## src/design/smcf_pkg.sv

```systemverilog
// ----------------------------------------------------------------------------
// smcf_pkg
// Shared types and constants for the serial motor command framer.
// ----------------------------------------------------------------------------
`timescale 1ns / 1ps

package smcf_pkg;

  // Frame layout
  localparam logic [7:0] START_BYTE  = 8'h2A;  // '*'
  localparam logic [7:0] END_BYTE    = 8'h23;  // '#'
  localparam int         NUM_FIELDS  = 3;
  localparam int         FIELD_CHARS = 5;      // converted bytes per 6-byte slot
  localparam logic [1:0] SLOT_LAST   = 2'd2;
  localparam logic [2:0] OFF_LAST    = 3'd5;   // separator / end byte offset in slot

  // Character codes
  localparam logic [7:0] CH_PLUS  = 8'h2B;
  localparam logic [7:0] CH_MINUS = 8'h2D;
  localparam logic [7:0] CH_SPACE = 8'h20;
  localparam logic [7:0] CH_TAB   = 8'h09;
  localparam logic [7:0] CH_CR    = 8'h0D;
  localparam logic [7:0] CH_ZERO  = 8'h30;
  localparam logic [7:0] CH_NINE  = 8'h39;

  // Magnitude handling
  localparam int          DUTY_W    = 17;
  localparam logic [16:0] MAG_LIMIT = 17'd99999;
  localparam logic [16:0] MAG_SAT   = 17'd9999;  // above this, next digit saturates

  // Watchdog
  localparam int          TMO_W   = 16;
  localparam logic [15:0] TMO_RST = 16'd500;
  localparam logic [15:0] IDLE_MAX = 16'hFFFF;

  localparam int OUT_TDATA_W = 64;

  // Field conversion phase
  typedef enum logic [2:0] {
    PH_BLANK = 3'b001,
    PH_CONV  = 3'b010,
    PH_DONE  = 3'b100
  } phase_t;

  // Framer state
  typedef enum logic [1:0] {
    FR_HUNT = 2'b01,
    FR_BODY = 2'b10
  } frame_t;

  typedef struct packed {
    logic [DUTY_W-1:0] mag;
    logic              neg;
  } fld_res_t;

  typedef struct packed {
    logic expired_nxt;  // flag value after this step
    logic force_zero;   // idle time has passed the timeout on this tick
    logic abort;        // flag is rising: drop any frame in progress
  } wd_stat_t;

endpackage

```

## src/design/smcf_field.sv

```systemverilog
// ----------------------------------------------------------------------------
// smcf_field
// One decimal field converter: skips blanks, reads a sign, accumulates
// digits with saturation at 99999.
// ----------------------------------------------------------------------------
`timescale 1ns / 1ps

module smcf_field (
  input  logic              clk,
  input  logic              rst_n,
  input  logic              clear,   // start of a new frame
  input  logic              feed,    // byte belongs to this field
  input  logic [7:0]        ch,
  output smcf_pkg::fld_res_t res
);
  import smcf_pkg::*;

  logic [DUTY_W-1:0] val_r, val_nxt;
  logic              neg_r, neg_nxt;
  phase_t            ph_r, ph_nxt;

  logic              is_blank, is_digit, is_sign;
  logic [DUTY_W-1:0] acc;

  // Character classes
  assign is_blank = (ch == CH_SPACE) || ((ch >= CH_TAB) && (ch <= CH_CR));
  assign is_digit = (ch >= CH_ZERO) && (ch <= CH_NINE);
  assign is_sign  = (ch == CH_PLUS) || (ch == CH_MINUS);

  // value * 10 + digit, saturating
  always_comb begin
    if (val_r > MAG_SAT) begin
      acc = MAG_LIMIT;
    end else begin
      acc = (val_r << 3) + (val_r << 1) + DUTY_W'(ch - CH_ZERO);
    end
  end

  // Conversion step
  always_comb begin
    val_nxt = val_r;
    neg_nxt = neg_r;
    ph_nxt  = ph_r;
    if (clear) begin
      val_nxt = '0;
      neg_nxt = 1'b0;
      ph_nxt  = PH_BLANK;
    end else if (feed) begin
      case (ph_r)
        PH_BLANK: begin
          if (is_sign) begin
            neg_nxt = (ch == CH_MINUS);
            ph_nxt  = PH_CONV;
          end else if (is_digit) begin
            val_nxt = acc;
            ph_nxt  = PH_CONV;
          end else if (!is_blank) begin
            ph_nxt = PH_DONE;
          end
        end
        PH_CONV: begin
          if (is_digit) begin
            val_nxt = acc;
          end else begin
            ph_nxt = PH_DONE;
          end
        end
        PH_DONE: ph_nxt = PH_DONE;
        default: ph_nxt = PH_DONE;
      endcase
    end
  end

  always_ff @(posedge clk) begin
    if (!rst_n) begin
      val_r <= '0;
      neg_r <= 1'b0;
      ph_r  <= PH_BLANK;
    end else begin
      val_r <= val_nxt;
      neg_r <= neg_nxt;
      ph_r  <= ph_nxt;
    end
  end

  assign res.mag = val_r;
  assign res.neg = neg_r;

endmodule

```

## src/design/smcf_watchdog.sv

```systemverilog
// ----------------------------------------------------------------------------
// smcf_watchdog
// Idle tick counter with programmable timeout and expired flag.
// ----------------------------------------------------------------------------
`timescale 1ns / 1ps

module smcf_watchdog (
  input  logic                       clk,
  input  logic                       rst_n,
  input  logic                       cfg_we,
  input  logic [smcf_pkg::TMO_W-1:0] cfg_tmo,
  input  logic                       tick,   // millisecond tick processed
  input  logic                       kick,   // valid frame committed
  output smcf_pkg::wd_stat_t         stat
);
  import smcf_pkg::*;

  logic [TMO_W-1:0] tmo_r;
  logic [TMO_W-1:0] idle_r, idle_nxt, idle_inc;
  logic             exp_r, exp_nxt;
  logic             over;

  // Saturating increment and timeout compare
  assign idle_inc = (idle_r == IDLE_MAX) ? idle_r : idle_r + 1'b1;
  assign over     = tick && (idle_inc > tmo_r);

  always_comb begin
    idle_nxt = idle_r;
    exp_nxt  = exp_r;
    if (kick) begin
      idle_nxt = '0;
      exp_nxt  = 1'b0;
    end else if (tick) begin
      idle_nxt = idle_inc;
      if (over) begin
        exp_nxt = 1'b1;
      end
    end
  end

  always_ff @(posedge clk) begin
    if (!rst_n) begin
      tmo_r  <= TMO_RST;
      idle_r <= '0;
      exp_r  <= 1'b0;
    end else begin
      if (cfg_we) begin
        tmo_r <= cfg_tmo;
      end
      idle_r <= idle_nxt;
      exp_r  <= exp_nxt;
    end
  end

  assign stat.expired_nxt = exp_nxt;
  assign stat.force_zero  = over;
  assign stat.abort       = over && !exp_r;

endmodule

```

## src/design/serial_motor_command_framer.sv

```systemverilog
// ----------------------------------------------------------------------------
// serial_motor_command_framer
// Frames '*'-started, '#'-terminated serial commands carrying three signed
// decimal speeds and drives magnitude / direction for three motors, with an
// idle watchdog that zeroes all speeds.
// ----------------------------------------------------------------------------
// Pipeline: an input transfer is captured in the input register, and its result
//   is written to the result register that drives out_tdata.
// Throughput: one item per cycle while the result register is not stalled; the input
//   register feeds one pass of framing, field conversion and watchdog logic.
// Reset (rst_n low, synchronous): hunting for '*', speeds zero, idle timer
//   and expired flag clear, timeout 500; both pipeline stages empty.
`timescale 1ns / 1ps

module serial_motor_command_framer (
  input  logic        clk,
  input  logic        rst_n,
  // Configuration: timeout_ms
  input  logic        cfg_valid,
  output logic        cfg_ready,
  input  logic [15:0] cfg_data,
  // Input stream
  input  logic        in_tvalid,
  output logic        in_tready,
  input  logic [7:0]  in_tdata,   // [7:0] rx_byte
  input  logic        in_tuser,   // [0] action (0 byte, 1 tick)
  // Result stream
  output logic        out_tvalid,
  input  logic        out_tready,
  output logic [63:0] out_tdata   // [16:0] duty_a, [17] fwd_a, [18] rev_a,
                                  // [35:19] duty_b, [36] fwd_b, [37] rev_b,
                                  // [54:38] duty_c, [55] fwd_c, [56] rev_c,
                                  // [57] frame_accepted, [58] watchdog_expired,
                                  // [63:59] zero
);
  import smcf_pkg::*;

  // Input register
  logic       s1_vld_r;
  logic [7:0] s1_byte_r;
  logic       s1_tick_r;
  logic       in_xfer, adv, proc;

  // Framer state
  frame_t     fr_r, fr_nxt;
  logic [1:0] slot_r, slot_nxt;
  logic [2:0] off_r, off_nxt;

  // Committed speeds
  logic [DUTY_W-1:0] spd_mag_r [NUM_FIELDS];
  logic [DUTY_W-1:0] spd_mag_nxt [NUM_FIELDS];
  logic              spd_neg_r [NUM_FIELDS];
  logic              spd_neg_nxt [NUM_FIELDS];

  // Result register
  logic                   out_vld_r;
  logic [OUT_TDATA_W-1:0] out_data_r, out_data_nxt;

  logic     is_byte, is_end, start, commit, feed_ok;
  fld_res_t fres [NUM_FIELDS];
  wd_stat_t wd;

  // Handshakes
  assign cfg_ready = 1'b1;
  assign adv       = !out_vld_r || out_tready;
  assign in_tready = !s1_vld_r || adv;
  assign in_xfer   = in_tvalid && in_tready;
  assign proc      = s1_vld_r && adv;

  // Byte classification for the framer
  assign is_byte = proc && !s1_tick_r;
  assign is_end  = (slot_r == SLOT_LAST) && (off_r == OFF_LAST);
  assign start   = is_byte && (fr_r == FR_HUNT) && (s1_byte_r == START_BYTE);
  assign commit  = is_byte && (fr_r == FR_BODY) && is_end && (s1_byte_r == END_BYTE);
  assign feed_ok = is_byte && (fr_r == FR_BODY) && !is_end && (off_r < 3'(FIELD_CHARS));

  // Field converters
  for (genvar k = 0; k < NUM_FIELDS; k++) begin : g_fld
    smcf_field u_fld (
      .clk   (clk),
      .rst_n (rst_n),
      .clear (start),
      .feed  (feed_ok && (slot_r == 2'(k))),
      .ch    (s1_byte_r),
      .res   (fres[k])
    );
  end

  smcf_watchdog u_wd (
    .clk     (clk),
    .rst_n   (rst_n),
    .cfg_we  (cfg_valid && cfg_ready),
    .cfg_tmo (cfg_data),
    .tick    (proc && s1_tick_r),
    .kick    (commit),
    .stat    (wd)
  );

  // Frame position tracking
  always_comb begin
    fr_nxt   = fr_r;
    slot_nxt = slot_r;
    off_nxt  = off_r;
    if (start) begin
      fr_nxt   = FR_BODY;
      slot_nxt = '0;
      off_nxt  = '0;
    end else if (is_byte && (fr_r == FR_BODY)) begin
      if (is_end) begin
        fr_nxt = FR_HUNT;
      end else if (off_r == OFF_LAST) begin
        off_nxt  = '0;
        slot_nxt = slot_r + 1'b1;
      end else begin
        off_nxt = off_r + 1'b1;
      end
    end else if (wd.abort) begin
      fr_nxt = FR_HUNT;
    end
  end

  // Speed commit / watchdog zeroing and result packing
  always_comb begin
    out_data_nxt = '0;
    for (int k = 0; k < NUM_FIELDS; k++) begin
      spd_mag_nxt[k] = spd_mag_r[k];
      spd_neg_nxt[k] = spd_neg_r[k];
      if (commit) begin
        spd_mag_nxt[k] = fres[k].mag;
        spd_neg_nxt[k] = fres[k].neg;
      end else if (wd.force_zero) begin
        spd_mag_nxt[k] = '0;
        spd_neg_nxt[k] = 1'b0;
      end
      out_data_nxt[k*(DUTY_W+2) +: DUTY_W] = spd_mag_nxt[k];
      out_data_nxt[k*(DUTY_W+2) + DUTY_W]  = (spd_mag_nxt[k] != '0) && !spd_neg_nxt[k];
      out_data_nxt[k*(DUTY_W+2) + DUTY_W + 1] = (spd_mag_nxt[k] != '0) && spd_neg_nxt[k];
    end
    out_data_nxt[NUM_FIELDS*(DUTY_W+2)]     = commit;
    out_data_nxt[NUM_FIELDS*(DUTY_W+2) + 1] = wd.expired_nxt;
  end

  // Control registers
  always_ff @(posedge clk) begin
    if (!rst_n) begin
      s1_vld_r  <= 1'b0;
      out_vld_r <= 1'b0;
      fr_r      <= FR_HUNT;
      slot_r    <= '0;
      off_r     <= '0;
      for (int k = 0; k < NUM_FIELDS; k++) begin
        spd_mag_r[k] <= '0;
        spd_neg_r[k] <= 1'b0;
      end
    end else begin
      if (in_xfer) begin
        s1_vld_r <= 1'b1;
      end else if (adv) begin
        s1_vld_r <= 1'b0;
      end
      if (proc) begin
        out_vld_r <= 1'b1;
      end else if (out_tready) begin
        out_vld_r <= 1'b0;
      end
      fr_r   <= fr_nxt;
      slot_r <= slot_nxt;
      off_r  <= off_nxt;
      for (int k = 0; k < NUM_FIELDS; k++) begin
        spd_mag_r[k] <= spd_mag_nxt[k];
        spd_neg_r[k] <= spd_neg_nxt[k];
      end
    end
  end

  // Payload registers
  always_ff @(posedge clk) begin
    if (in_xfer) begin
      s1_byte_r <= in_tdata;
      s1_tick_r <= in_tuser;
    end
    if (proc) begin
      out_data_r <= out_data_nxt;
    end
  end

  assign out_tvalid = out_vld_r;
  assign out_tdata  = out_data_r;

endmodule

```

## config.mk

```make
export PLATFORM = sky130hd
export DESIGN_NAME = serial_motor_command_framer
export DESIGN_NICKNAME = d
export VERILOG_FILES = /design/src/design/smcf_pkg.sv /design/src/design/smcf_field.sv /design/src/design/smcf_watchdog.sv /design/src/design/serial_motor_command_framer.sv
export SDC_FILE = /design/constraint.sdc
export NUM_CORES = 1
export LEC_CHECK = 0
export ABC_AREA = 1
export BUFFER_PORTS_ARGS = -buffer_cell sky130_fd_sc_hd__clkbuf_2
export CORE_MARGIN = 2
export CORE_UTILIZATION = 34
export CTS_BUF_LIST = sky130_fd_sc_hd__clkbuf_16
export CTS_CLUSTER_DIAMETER = 150
export DETAILED_ROUTE_END_ITERATION = 7
export PLACE_DENSITY = 0.53
export SYNTH_ARGS = -nofsm -noshare
export SYNTH_HDL_FRONTEND = slang
export SYNTH_SLANG_ARGS = --single-unit
```

## constraint.sdc

```tcl
create_clock -name clk -period 6.6 [get_ports clk]
set_clock_uncertainty 0.15 [all_clocks]
set_input_delay 1.65 -clock clk [delete_from_list [all_inputs] [get_ports clk]]
set_output_delay 1.65 -clock clk [all_outputs]
set_load 0.1 [all_outputs]
```

==> flow_summary.rst, run 1 <==
.. list-table::
   :header-rows: 1

   * - Metric
     - Value
   * - Final count of hold timing violations
     - 0
   * - Flops & latches, synth
     - 227
   * - Sequential area share after synthesis
     - between 40% and 50%
   * - Synth Instances
     - between 1.5k and 2k
   * - Maximum number of pins on one net before global-route repair
     - ~80
   * - Part of the cycle the worst path needs
     - roughly two thirds
   * - Area grow syn2layout
     - 12.89%
   * - Die outline area
     - a little under 40000 um^2
   * - Hold Buf Count CTS
     - 0
   * - Wire length per cell after detailed routing
     - approximately 15 um
   * - Count of TritonRoute iterations in the first routing pass
     - 5
   * - Register share of total power
     - a little under half
   * - Fraction of power spent switching nets
     - 26.80%
   * - Clk pin slew, worst setup/hold paths
     - 60 ps
   * - IO Count
     - 97
   * - Cell type with the highest aggregate area in the netlist
     - sky130_fd_sc_hd__dfxtp_1
   * - Total clock sinks
     - ~230
   * - Cell Pwr Density
     - between 200 and 250 nW/um^2
   * - Share of power burned in the clock network
     - 43.2%
   * - Max Transition Viols Final
     - 0
   * - GRT Overall Usage
     - between 10% and 20%
   * - Internal power component
     - between 2 and 2.5 mW
   * - Sum of internal, switching and leakage power
     - 3.213 mW
   * - Most instantiated flip-flop cell in the synthesis netlist
     - sky130_fd_sc_hd__dfxtp_1
   * - Instance count after placement with tap cells included
     - slightly above 2k
   * - # resized after CTS
     - 0
   * - Die width
     - about 200 um
   * - TNS Setup
     - 0 ps
   * - Total number of placement rows
     - 71
   * - Crit-path cells
     - ha_1 > and3_2 > nand2_1 > inv_1 > nand3_1 > nor2_1 > nand2_1 > nor2_1 > nand2_1 > nand2_1 > xor2_1 > ha_1 > a21oi_1 > nand2_1 > a21oi_1 > nand2_1 > nand2_2 > buf_4 > nand3_1 > nand2_1 > nor2_1 > nand2_1 > nor2_1 > a21oi_1
   * - Number of buffers inserted by port buffering
     - 90
   * - Longest individual stage delay on the worst path
     - 480 ps
   * - Estimated wirelength of the detail-placed design
     - between 20000 and 25000 um
   * - Global-route wire length before repair
     - roughly 50000 um
   * - Highest net fanout along the worst path
     - 36
   * - Antenna Violating Nets Remaining
     - 0
   * - Start-to-end type of the worst setup path
     - reg2reg
   * - Post-synth cell types
     - 47
   * - Worst reg2reg path depth
     - 24
   * - TritonCTS clock tree
     - done
   * - Post-route minimum period
     - roughly 4500 ps
   * - Number of max-cap violations
     - 0
   * - Fmax
     - between 0.2 and 0.25 GHz
   * - Total clock buffers created by CTS
     - 26
   * - Setup repair after global routing missed its margin
     - false
   * - Floorplan Core Area
     - around 37000 um^2
   * - Area of placed instances
     - ~14000 um^2
   * - Antenna violations before repair
     - 0
   * - Vert. Die Dim
     - just under 200 um
   * - Most frequent cell on the critical path
     - sky130_fd_sc_hd__nand2_1
   * - Critical Path AT
     - around 4700 ps
   * - Mean cell area of the mapped netlist
     - 8.340 um^2
   * - Pre-CTS setup slack
     - approximately 2100 ps
   * - Total inserted antenna cells
     - 0
   * - Share of final-layout standard cells stronger than drive strength 1
     - 11.86%
   * - Data required, critical path
     - about 6800 ps
   * - Top area cells in the synthesized netlist
     - sky130_fd_sc_hd__dfxtp_1, sky130_fd_sc_hd__edfxtp_1, sky130_fd_sc_hd__nand2_1, sky130_fd_sc_hd__ha_1, sky130_fd_sc_hd__fa_1
   * - Number of nets in the layout
     - approximately 1.8k
   * - Most common cell in the netlist
     - sky130_fd_sc_hd__nand2_1
   * - Number of vias in the routed layout
     - ~10k
   * - Total global routing overflow
     - 0
   * - Setup violations, final
     - 0
   * - Number of H-tree levels
     - 1
   * - Effective utilization at floorplan
     - 34.27%
   * - Detailed-route vias per instance
     - slightly below 5
   * - Category of the worst setup path launch point
     - register
   * - Category of the worst setup path capture point
     - register
   * - Status
     - finished clean
   * - Number of violations reported at the end of detailed-routing iteration 0
     - 506
   * - Internal reg-to-reg setup slack
     - 2090 ps
   * - Fraction of post-synthesis cell area in the top cell type by area
     - 24.90%
   * - Number of enable-type register cells in the synthesized netlist
     - ~70
   * - Start point of the critical path
     - u_wd.idle_r[0]
   * - NetSw
     - roughly 860 uW
   * - Slowest CP cell
     - sky130_fd_sc_hd__buf_4
   * - Area of all placed cells without fillers
     - about 14000 um^2
   * - Routed wire length
     - 31200 um
   * - Number of standard cells in the final layout excluding fillers
     - 2110
   * - Last weighted congestion value of the routability-driven placer
     - 0.8456
   * - Max Root-Sink Buffers
     - 3
   * - Ranking of synthesized cells by instance count
     - sky130_fd_sc_hd__nand2_1, sky130_fd_sc_hd__inv_1, sky130_fd_sc_hd__a21oi_1
   * - Crit Reg-Reg Startpoint
     - u_wd.idle_r[0]
   * - Number of global-route vias before repair
     - 9790
   * - Class of the tightest hold or removal check
     - reg2reg
   * - Share of total power in combinational logic
     - a little over a tenth
   * - Leakage power total
     - between 6 and 7 nW
   * - Synth Warn #
     - 0
   * - Fraction of registers with async set/reset
     - 0%
   * - Root buffer cell
     - sky130_fd_sc_hd__clkbuf_16
   * - DRC violation count after routing
     - 0
   * - Count of buffers added by post-CTS timing repair for setup
     - 0
   * - Critical register-to-register path endpoint
     - out_tdata[56]
   * - Finished Core Util
     - between 30% and 40%
   * - Max-slew headroom at the worst pin
     - around a third
   * - Worst setup margin
     - around 2100 ps
   * - Later-pin clock latency in the skew report
     - ~540 ps
   * - Pin slew with the least headroom to its limit
     - ~1000 ps
   * - Capture point of the critical path
     - out_tdata[56]
   * - Worst hold slack after final layout
     - 302.7 ps
   * - Maximum vdd ir drop
     - around 160 uV
   * - Post-synth design cell area
     - 12780 um^2
sequential cells by signal, indices dropped and copies added (netlist names), 3 cells and up:
register           cells
g_fld.u_fld.ph_r       9
s1_byte_r              8
out_tdata             59
spd_mag_r             51
u_wd.idle_r           16
u_wd.tmo_r            16
g_fld.u_fld.val_r     51
g_fld.u_fld.neg_r      3
spd_neg_r              3
off_r                  3
layer usage:
layer  global-route usage (%)  vias to the layer above  share of wire (%)
met5                        0                        -                  0
met4                    3.899                        0                1.7
met3                    2.657                       35                5.1
met2                    25.99                      188                 45
met1                    22.89                     4718                 49
li1                         -                     5235                  -
cell families after synthesis:
group / count (synthesis) / share of synthesized area (%)
compound gates: 318 / 13.99
xor+xnor: 44 / 3.014
fa+ha+maj: 114 / 13.62
buf+inv: 260 / 8.544
flops: 227 / 40.87
other cells: 2 / 0.05874
simple gates: 568 / 19.91
power by group through the flow:
stage / Combinational, mW / Clock [mW] / Sequential, mW
final: 0.338 / 1.39 / 1.49
after global routing: 0.371 / 1.48 / 1.49
after CTS: 0.341 / 1.43 / 1.49
after detailed placement: 0.340 / 0 / 1.52
after global placement: 0.337 / 0 / 1.52
after floorplan: 0.159 / 0 / 1.63
critical path: cells and delay by family (launching register included):
kind,cells,cell delay [ps]
AND/OR/NAND/NOR,16,2050
buffers and inverters,2,560
adder cells (fa/ha/maj),2,540
AO/OA/AOI/OAI,3,430
flip-flops,1,420
XOR/XNOR,1,190
worst min path at each step:
stage,start,depth (start not counted),to
2_1_floorplan,g_fld[0].u_fld.ph_r[0],2,g_fld[0].u_fld.ph_r[0]
4_1_cts,g_fld[0].u_fld.ph_r[0],2,g_fld[0].u_fld.ph_r[0]
6_report,g_fld[0].u_fld.ph_r[0],2,g_fld[0].u_fld.ph_r[0]
3_3_place_gp,g_fld[0].u_fld.ph_r[0],2,g_fld[0].u_fld.ph_r[0]
5_1_grt,g_fld[2].u_fld.neg_r,2,g_fld[2].u_fld.neg_r
3_5_place_dp,g_fld[0].u_fld.ph_r[0],2,g_fld[0].u_fld.ph_r[0]
final cells by class:
cell class | count | area [um^2]
fillers | 3813 | 22880
multi-input cells | 1050 | 6490
flip-flops and latches | 227 | 5225
inverters | 214 | 803.3
clock buffers | 27 | 675.6
well taps | 474 | 593.1
repair buffers | 97 | 503.0
clock inverters | 21 | 142.6
placed cells by master, fill, tap and decap left out, drive strengths merged, types with 5 or more instances in the layout:
cell and count:
o21ai 81, clkbuf 117, a221oi 5, ha 72, a21oi 170, clkinv 14, inv 219, o21a 9
nor4 9, xnor2 19, dfxtp 159, nand4 6, conb 6, a21o 15, o31ai 7, a211oi 13
buf 7, nor2 130, nand3 103, xor2 25, nor3 28, fa 42, nand2 287, edfxtp 68
a31oi 11
Power figures use the tool's default switching activity.
==> inputs of run 2 (changes only) <==
Settings changed: ABC_AREA 1 to 0.
Clock period 6.6 ns to 4.6 ns, I/O delays scaled along.
==> flow_summary.rst, run 2 <==
.. list-table::
   :header-rows: 1

   * - Metric
     - Value
   * - Max Transition Viols Final
     - 0 (unchanged)
   * - Clk pin slew, worst setup/hold paths
     - 60 ps (about the same)
   * - Global-route wire length before repair
     - 54470 um (was 50980 um)
   * - Multi-input gate area in the final layout
     - 6943 um^2 (was 6490 um^2)
   * - Total number of placement rows
     - 70 (was 71)
   * - Total clock buffers created by CTS
     - 26 (unchanged)
   * - Most common cell in the netlist
     - sky130_fd_sc_hd__nand2_1 (unchanged)
   * - Antenna violations before repair
     - 0 (unchanged)
   * - Status
     - finished clean (unchanged)
   * - Total clock sinks
     - 227 (unchanged)
   * - Die outline area
     - 38950 um^2 (was 39170 um^2)
   * - Detailed-route vias per instance
     - 5.162 (was 4.823)
   * - Leakage power total
     - 5.921 nW (was 6.627 nW)
   * - Area of all placed cells without fillers
     - 14580 um^2 (was 14430 um^2)
   * - Estimated wirelength of the detail-placed design
     - 24440 um (was 23450 um)
   * - Class of the tightest hold or removal check
     - reg2reg (unchanged)
   * - Ranking of synthesized cells by instance count
     - sky130_fd_sc_hd__nand2_1, sky130_fd_sc_hd__dfxtp_1, sky130_fd_sc_hd__nor2_1 (was sky130_fd_sc_hd__nand2_1, sky130_fd_sc_hd__inv_1, sky130_fd_sc_hd__a21oi_1)
   * - Total inserted antenna cells
     - 0 (unchanged)
   * - Effective utilization at floorplan
     - 34.64% (was 34.27%)
   * - Number of global-route vias before repair
     - 9846 (was 9790)
   * - Setup repair after global routing missed its margin
     - false (unchanged)
   * - GRT Overall Usage
     - 17.58% (was 16.24%)
   * - Maximum vdd ir drop
     - 256.3 uV (was 162.6 uV)
   * - Later-pin clock latency in the skew report
     - 550 ps (was 540 ps)
   * - Pin slew with the least headroom to its limit
     - 886.0 ps (was 1028 ps)
   * - Max FFs per register
     - 59 (unchanged)
   * - Fill cells
     - 3669 (was 3813)
   * - Number of violations reported at the end of detailed-routing iteration 0
     - 626 (was 506)
   * - Number of vias in the routed layout
     - 10.08k (was 10.18k)
   * - IO Count
     - 97 (unchanged)
   * - Die width
     - 197.4 um (was 197.9 um)
   * - Area of placed instances
     - 13730 um^2 (was 13610 um^2)
   * - Highest net fanout along the worst path
     - 7 (was 36)
   * - Worst setup margin
     - 411.2 ps (was 2093 ps)
   * - Number of nets in the layout
     - 1609 (was 1760)
   * - Mean cell area of the mapped netlist
     - 9.232 um^2 (was 8.340 um^2)
   * - Start-to-end type of the worst setup path
     - reg2reg (unchanged)
   * - Root buffer cell
     - sky130_fd_sc_hd__clkbuf_16 (unchanged)
   * - Post-route minimum period
     - 4189 ps (was 4507 ps)
   * - Flip-flop and latch area
     - 5225 um^2 (unchanged)
   * - TritonCTS clock tree
     - done (unchanged)
   * - Grt peak-use layer
     - met2 (unchanged)
   * - Wire length per cell after detailed routing
     - 17.40 um (was 14.78 um)
   * - Data required, critical path
     - 4940 ps (was 6830 ps)
   * - Part of the cycle the worst path needs
     - 91.06% (was 68.29%)
   * - Area grow syn2layout
     - 14.67% (was 12.89%)
   * - Most instantiated flip-flop cell in the synthesis netlist
     - sky130_fd_sc_hd__dfxtp_1 (unchanged)
   * - Max-slew headroom at the worst pin
     - 40.93% (was 31.44%)
   * - Top area cells in the synthesized netlist
     - sky130_fd_sc_hd__dfxtp_1, sky130_fd_sc_hd__edfxtp_1, sky130_fd_sc_hd__ha_1, sky130_fd_sc_hd__fa_1, sky130_fd_sc_hd__nand2_1 (was sky130_fd_sc_hd__dfxtp_1, sky130_fd_sc_hd__edfxtp_1, sky130_fd_sc_hd__nand2_1, sky130_fd_sc_hd__ha_1, sky130_fd_sc_hd__fa_1)
   * - Routed wire length
     - 33970 um (was 31200 um)
   * - Met2 Resource Use GR
     - 28.66% (was 25.99%)
   * - Flops & latches, synth
     - 227 (unchanged)
   * - Count of buffers added by post-CTS timing repair for setup
     - 0 (unchanged)
   * - TNS Setup
     - 0 ps (unchanged)
   * - Sequential area share after synthesis
     - 41.10% (was 40.87%)
   * - Category of the worst setup path capture point
     - register (unchanged)
   * - Last weighted congestion value of the routability-driven placer
     - 0.8348 (was 0.8456)
   * - Total global routing overflow
     - 0 (unchanged)
   * - Number of max-cap violations
     - 0 (unchanged)
   * - Final count of hold timing violations
     - 0 (unchanged)
   * - Maximum number of pins on one net before global-route repair
     - 77 (was 78)
   * - Critical Path AT
     - 4530 ps (was 4740 ps)
   * - Post-synth design cell area
     - 12710 um^2 (was 12780 um^2)
   * - Category of the worst setup path launch point
     - register (unchanged)
   * - Fmax
     - 0.2387 GHz (was 0.2219 GHz)
   * - Count of TritonRoute iterations in the first routing pass
     - 5 (unchanged)
   * - Cell Pwr Density
     - 320.7 nW/um^2 (was 222.6 nW/um^2)
   * - Number of H-tree levels
     - 1 (unchanged)
   * - Cell type with the highest aggregate area in the netlist
     - sky130_fd_sc_hd__dfxtp_1 (unchanged)
   * - Synth Warn #
     - 0 (unchanged)
   * - Hold Buf Count CTS
     - 0 (unchanged)
   * - Number of standard cells in the final layout excluding fillers
     - 1953 (was 2110)
   * - Vert. Die Dim
     - 197.4 um (was 197.9 um)
   * - Pre-CTS setup slack
     - 352.1 ps (was 2103 ps)
   * - Instance count after placement with tap cells included
     - 1905 (was 2062)
   * - Grt met1 use
     - 24.93% (was 22.89%)
   * - Max Root-Sink Buffers
     - 3 (unchanged)
   * - Post-synth cell types
     - 70 (was 47)
   * - Leading cell types in the layout, fill and taps excluded
     - sky130_fd_sc_hd__nand2_1, sky130_fd_sc_hd__dfxtp_1, sky130_fd_sc_hd__nor2_1, sky130_fd_sc_hd__clkbuf_2, sky130_fd_sc_hd__o21ai_0 (was sky130_fd_sc_hd__nand2_1, sky130_fd_sc_hd__inv_1, sky130_fd_sc_hd__a21oi_1, sky130_fd_sc_hd__dfxtp_1, sky130_fd_sc_hd__nor2_1)
   * - Setup violations, final
     - 0 (unchanged)
   * - Antenna Violating Nets Remaining
     - 0 (unchanged)
   * - Global Route met3 Usage
     - 2.168% (was 2.657%)
   * - Leading cell type in the layout, fill and taps excluded
     - sky130_fd_sc_hd__nand2_1 (unchanged)
   * - Number of enable-type register cells in the synthesized netlist
     - 68 (unchanged)
   * - Synth Instances
     - 1377 (was 1533)
   * - Fraction of post-synthesis cell area in the top cell type by area
     - 25.04% (was 24.90%)
   * - Share of final-layout standard cells stronger than drive strength 1
     - 12.05% (was 11.86%)
   * - Fraction of registers with async set/reset
     - 0% (unchanged)
   * - Floorplan Core Area
     - 36700 um^2 (was 37310 um^2)
   * - Number of buffers inserted by port buffering
     - 90 (unchanged)
   * - # resized after CTS
     - 0 (unchanged)
   * - DRC violation count after routing
     - 0 (unchanged)
## run 2: cell families after synthesis
| kind of cell | Yosys count | share of synthesized area (%) |
|---|---|---|
| AO/OA/AOI/OAI | 309 | 15.48 |
| flip-flops | 227 | 41.10 |
| adder cells (fa/ha/maj) | 114 | 13.70 |
| multiplexers | 14 | 1.102 |
| AND/OR/NAND/NOR | 509 | 19.85 |
| XOR/XNOR | 59 | 4.065 |
| buffers and inverters | 143 | 4.636 |
| other | 2 | 0.05908 |
## run 2: worst paths after layout
check | start | endpoint | slack (ps) | cells after the start
max | s1_byte_r[5] | g_fld[1].u_fld.val_r[14] | 410 | 13
min | g_fld[2].u_fld.ph_r[0] | g_fld[2].u_fld.ph_r[0] | 340 | 2
max reg2reg | s1_byte_r[5] | g_fld[1].u_fld.val_r[14] | 410 | 13
min reg2reg | g_fld[2].u_fld.ph_r[0] | g_fld[2].u_fld.ph_r[0] | 340 | 2
## run 2: power by group
part	internal, mW	switching, mW
sequential	2.10	0.0220
combinational	0.105	0.381
clock	1.18	0.888
## run 2: area by class of cell
type                       instances  share of cell area, %
timing repair buffer             118                  4.643
multi-input combinational       1011                  47.63
inverter                          81                  2.086
clock inverter                    21                  1.150
tap                              468                  4.017
sequential                       227                  35.84
clock buffer                      27                  4.635
## run 2: per-stage QoR
stage          power [mW]  hold WS, ps  utilization, %
2_1_floorplan       2.545        303.5               -
3_3_place_gp        2.651        326.8           37.41
3_5_place_dp        2.652        333.6           37.41
4_1_cts             4.721        341.9           39.71
5_1_grt             4.834        374.5           39.72
6_report            4.675        338.2           39.72
## run 2: critical path, stage by stage (launching register included)
cell and delay, ps:
sky130_fd_sc_hd__edfxtp_1 490, sky130_fd_sc_hd__ha_1 310, sky130_fd_sc_hd__xor2_1 640, sky130_fd_sc_hd__fa_1 540
sky130_fd_sc_hd__inv_1 80, sky130_fd_sc_hd__ha_1 260, sky130_fd_sc_hd__inv_1 60, sky130_fd_sc_hd__o31ai_1 340
sky130_fd_sc_hd__a2111oi_0 180, sky130_fd_sc_hd__buf_4 180, sky130_fd_sc_hd__o21a_1 200, sky130_fd_sc_hd__o2bb2ai_1 140
sky130_fd_sc_hd__or4b_1 470, sky130_fd_sc_hd__nand3_1 80
## run 2: metal layers
metal	routed length, um	vias to the layer above
met5	0	-
met4	610	0
met3	1194	37
met2	15510	170
met1	16650	4815
li1	-	5060
==> inputs of run 3 (changes only) <==
--- a/config.mk
+++ b/config.mk
@@ -8,4 +8,5 @@
 export ABC_AREA = 0
 export BUFFER_PORTS_ARGS = -buffer_cell sky130_fd_sc_hd__clkbuf_2
+export CAP_MARGIN = 20
 export CORE_MARGIN = 2
 export CORE_UTILIZATION = 34
==> constraint.sdc (replaced) <==
create_clock -name clk -period 4.6 [get_ports clk]
set_clock_uncertainty 0.15 [all_clocks]
set_input_delay 0.92 -clock clk [delete_from_list [all_inputs] [get_ports clk]]
set_output_delay 0.92 -clock clk [all_outputs]
set_load 0.1 [all_outputs]
==> flow_summary.rst, run 3 (synthesized netlist as in run 2, its figures left out) <==
.. list-table::
   :header-rows: 1

   * - Metric
     - Value
   * - NetSw
     - 1.245 mW (was 1.291 mW)
   * - Critical register-to-register path endpoint
     - g_fld[0].u_fld.val_r[16] (was g_fld[1].u_fld.val_r[14])
   * - Number of global-route vias before repair
     - 10.01k (was 9846)
   * - Total global routing overflow
     - 0 (unchanged)
   * - Critical Path AT
     - 4450 ps (was 4530 ps)
   * - Class of the tightest hold or removal check
     - reg2reg (unchanged)
   * - Number of max-cap violations
     - 0 (unchanged)
   * - Count of buffers added by post-CTS timing repair for setup
     - 0 (unchanged)
   * - Root buffer cell
     - sky130_fd_sc_hd__clkbuf_16 (unchanged)
   * - Total number of placement rows
     - 70 (unchanged)
   * - Number of H-tree levels
     - 1 (unchanged)
   * - Top cell family by delay on the critical path
     - compound AO/OA/AOI/OAI gates (was adder cells)
   * - Register share of total power
     - 46.1% (was 45.4%)
   * - Share of power burned in the clock network
     - 43.5% (was 44.2%)
   * - Leakage power total
     - 5.896 nW (was 5.921 nW)
   * - Total inserted antenna cells
     - 0 (unchanged)
   * - Hold Path Origin
     - g_fld[2].u_fld.ph_r[0] (unchanged)
   * - Worst reg2reg path depth
     - 13 (unchanged)
   * - Longest individual stage delay on the worst path
     - 600 ps (was 640 ps)
   * - DRC violation count after routing
     - 0 (unchanged)
   * - Number of violations reported at the end of detailed-routing iteration 0
     - 569 (was 626)
   * - Internal power component
     - 3.371 mW (was 3.385 mW)
   * - Detailed-route vias per instance
     - 5.235 (was 5.162)
   * - Post-route minimum period
     - 4214 ps (was 4189 ps)
   * - Area of all placed cells without fillers
     - 14520 um^2 (was 14580 um^2)
   * - Maximum number of pins on one net before global-route repair
     - 60 (was 77)
   * - Number of vias in the routed layout
     - 10.21k (was 10.08k)
   * - Number of nets in the layout
     - 1606 (was 1609)
   * - Crit-path cells
     - ha_1 > xor2_1 > fa_1 > inv_1 > ha_1 > a21oi_1 > o31ai_1 > a2111oi_0 > buf_4 > o211ai_1 > a31oi_1 > xnor2_1 > a21oi_1 (was ha_1 > xor2_1 > fa_1 > inv_1 > ha_1 > inv_1 > o31ai_1 > a2111oi_0 > buf_4 > o21a_1 > o2bb2ai_1 > or4b_1 > nand3_1)
   * - Total clock sinks
     - 227 (unchanged)
   * - Estimated wirelength of the detail-placed design
     - 24820 um (was 24440 um)
   * - GRT Overall Usage
     - 17.50% (was 17.58%)
   * - Area of placed instances
     - 13690 um^2 (was 13730 um^2)
   * - Leading cell types in the layout, fill and taps excluded
     - sky130_fd_sc_hd__nand2_1, sky130_fd_sc_hd__dfxtp_1, sky130_fd_sc_hd__nor2_1, sky130_fd_sc_hd__clkbuf_2, sky130_fd_sc_hd__inv_1 (was sky130_fd_sc_hd__nand2_1, sky130_fd_sc_hd__dfxtp_1, sky130_fd_sc_hd__nor2_1, sky130_fd_sc_hd__clkbuf_2, sky130_fd_sc_hd__o21ai_0)
   * - Max Transition Viols Final
     - 0 (unchanged)
   * - Die width
     - 197.4 um (unchanged)
   * - Cell Pwr Density
     - 317.9 nW/um^2 (was 320.7 nW/um^2)
   * - Later-pin clock latency in the skew report
     - 530 ps (was 550 ps)
   * - Worst hold path cell count
     - 2 (unchanged)
   * - Slowest CP cell
     - sky130_fd_sc_hd__edfxtp_1 (was sky130_fd_sc_hd__xor2_1)
   * - IO Count
     - 97 (unchanged)
   * - Antenna Violating Nets Remaining
     - 0 (unchanged)
   * - Max-slew headroom at the worst pin
     - 36.84% (was 40.93%)
   * - TritonCTS clock tree
     - done (unchanged)
   * - Effective utilization at floorplan
     - 34.64% (unchanged)
   * - Start-to-end type of the worst setup path
     - reg2reg (unchanged)
   * - Total clock buffers created by CTS
     - 26 (unchanged)
   * - Die outline area
     - 38950 um^2 (unchanged)
   * - Setup violations, final
     - 0 (unchanged)
   * - Endpoint, Worst Hold
     - g_fld[2].u_fld.ph_r[0] (unchanged)
   * - Highest net fanout along the worst path
     - 8 (was 7)
   * - # resized after CTS
     - 0 (unchanged)
   * - Fmax
     - 0.2373 GHz (was 0.2387 GHz)
   * - Instance count after placement with tap cells included
     - 1902 (was 1905)
   * - Maximum vdd ir drop
     - 227.2 uV (was 256.3 uV)
   * - Routed wire length
     - 33820 um (was 33970 um)
   * - Max Root-Sink Buffers
     - 3 (unchanged)
   * - Hold Buf Count CTS
     - 0 (unchanged)
   * - TNS Setup
     - 0 ps (unchanged)
   * - Status
     - finished clean (unchanged)
   * - Vert. Die Dim
     - 197.4 um (unchanged)
   * - Crit Reg-Reg Startpoint
     - s1_byte_r[4] (was s1_byte_r[5])
   * - Buf+Inv Stages, Crit Path
     - 2 (was 3)
   * - Final count of hold timing violations
     - 0 (unchanged)
   * - Number of buffers inserted by port buffering
     - 90 (unchanged)
   * - Clk pin slew, worst setup/hold paths
     - 60 ps (about the same)
   * - Data required, critical path
     - 4840 ps (was 4940 ps)
   * - Last weighted congestion value of the routability-driven placer
     - 0.8582 (was 0.8348)
   * - Pin slew with the least headroom to its limit
     - 946.4 ps (was 886.0 ps)
   * - Category of the worst setup path capture point
     - register (unchanged)
   * - Global-route wire length before repair
     - 54360 um (was 54470 um)
   * - Max FFs per register
     - 59 (unchanged)
   * - Area grow syn2layout
     - 14.21% (was 14.67%)
   * - Share of total power in combinational logic
     - 10.4% (about the same)
   * - Antenna violations before repair
     - 0 (unchanged)
   * - Wire length per cell after detailed routing
     - 17.34 um (was 17.40 um)
   * - Share of final-layout standard cells stronger than drive strength 1
     - 11.34% (was 12.05%)
   * - Number of standard cells in the final layout excluding fillers
     - 1950 (was 1953)
   * - Leading cell type in the layout, fill and taps excluded
     - sky130_fd_sc_hd__nand2_1 (unchanged)
   * - Floorplan Core Area
     - 36700 um^2 (unchanged)
   * - Fraction of power spent switching nets
     - 26.98% (was 27.61%)
   * - Count of TritonRoute iterations in the first routing pass
     - 5 (unchanged)
   * - Part of the cycle the worst path needs
     - 91.61% (was 91.06%)
   * - Internal reg-to-reg setup slack
     - 390 ps (was 410 ps)
   * - Category of the worst setup path launch point
     - register (unchanged)
   * - Setup repair after global routing missed its margin
     - false (unchanged)
[run 3: cell count changes in the layout (fill, tap and decap cells not counted)]
cell,before,now
sky130_fd_sc_hd__inv_4,0,1
sky130_fd_sc_hd__buf_4,26,25
sky130_fd_sc_hd__clkinv_4,2,0
sky130_fd_sc_hd__inv_1,85,88
sky130_fd_sc_hd__clkinv_1,1,6
sky130_fd_sc_hd__inv_6,1,0
sky130_fd_sc_hd__a2111oi_0,3,1
sky130_fd_sc_hd__buf_6,1,0
sky130_fd_sc_hd__clkinv_2,8,3
sky130_fd_sc_hd__clkinvlp_4,3,2
sky130_fd_sc_hd__buf_12,1,0
sky130_fd_sc_hd__a2111oi_1,1,3
[run 3: cell type report]
class	instances	area [um^2]
Sequential cell	227	5225
Timing Repair Buffer	115	638.1
Tap cell	468	585.6
Fill cell	3689	22180
Clock buffer	27	675.6
Multi-Input combinational cell	1011	6945
Clock inverter	21	145.1
Inverter	81	304.0
[run 3: power by group through the flow]
stage / registers (mW) / clock network, mW / logic, mW
6_report: 2.13 / 2.01 / 0.478
5_1_grt: 2.13 / 2.14 / 0.512
4_1_cts: 2.13 / 2.05 / 0.481
3_5_place_dp: 2.17 / 0 / 0.479
3_3_place_gp: 2.17 / 0 / 0.476
2_1_floorplan: 2.35 / 0 / 0.193
[run 3: worst max-delay path by stage]
stage | start | to | slack, ps | cells past startpoint
global placement | s1_byte_r[4] | g_fld[1].u_fld.val_r[16] | 410 | 12
finish | s1_byte_r[4] | g_fld[0].u_fld.val_r[16] | 390 | 13
floorplan | s1_byte_r[4] | g_fld[1].u_fld.val_r[15] | 440 | 11
global route | s1_byte_r[4] | g_fld[1].u_fld.val_r[16] | 50 | 12
CTS | u_wd.idle_r[0] | spd_mag_r[0][11] | 300 | 15
detailed placement | u_wd.idle_r[0] | spd_mag_r[0][11] | 340 | 15
[run 3: stage by stage]
step                      hold WS, ps  total power, mW  setup slack (ps)  util [%]
after global placement          331.4            2.649             411.7     37.32
after floorplan                 303.5            2.545             437.8         -
after CTS                       339.6            4.665             300.4     39.55
final                           336.6            4.616             385.8     39.56
after global routing            375.6            4.780             47.29     39.56
after detailed placement        328.2            2.651             335.6     37.32
[run 3: worst min-delay path: cells and delay by family, from the launching register on]
| family | cells | cell delay (ps) |
|---|---|---|
| AO/OA/AOI/OAI | 1 | 70 |
| flip-flops | 1 | 320 |
| AND/OR/NAND/NOR | 1 | 50 |
[run 3: per-layer routing]
layer	part of all wire (%)	track usage [%]	up-vias
met1	47	24.45	4894
met3	4.4	1.810	54
li1	-	-	5040
met2	46	28.82	220
met4	2.5	4.734	0
met5	0	0	-
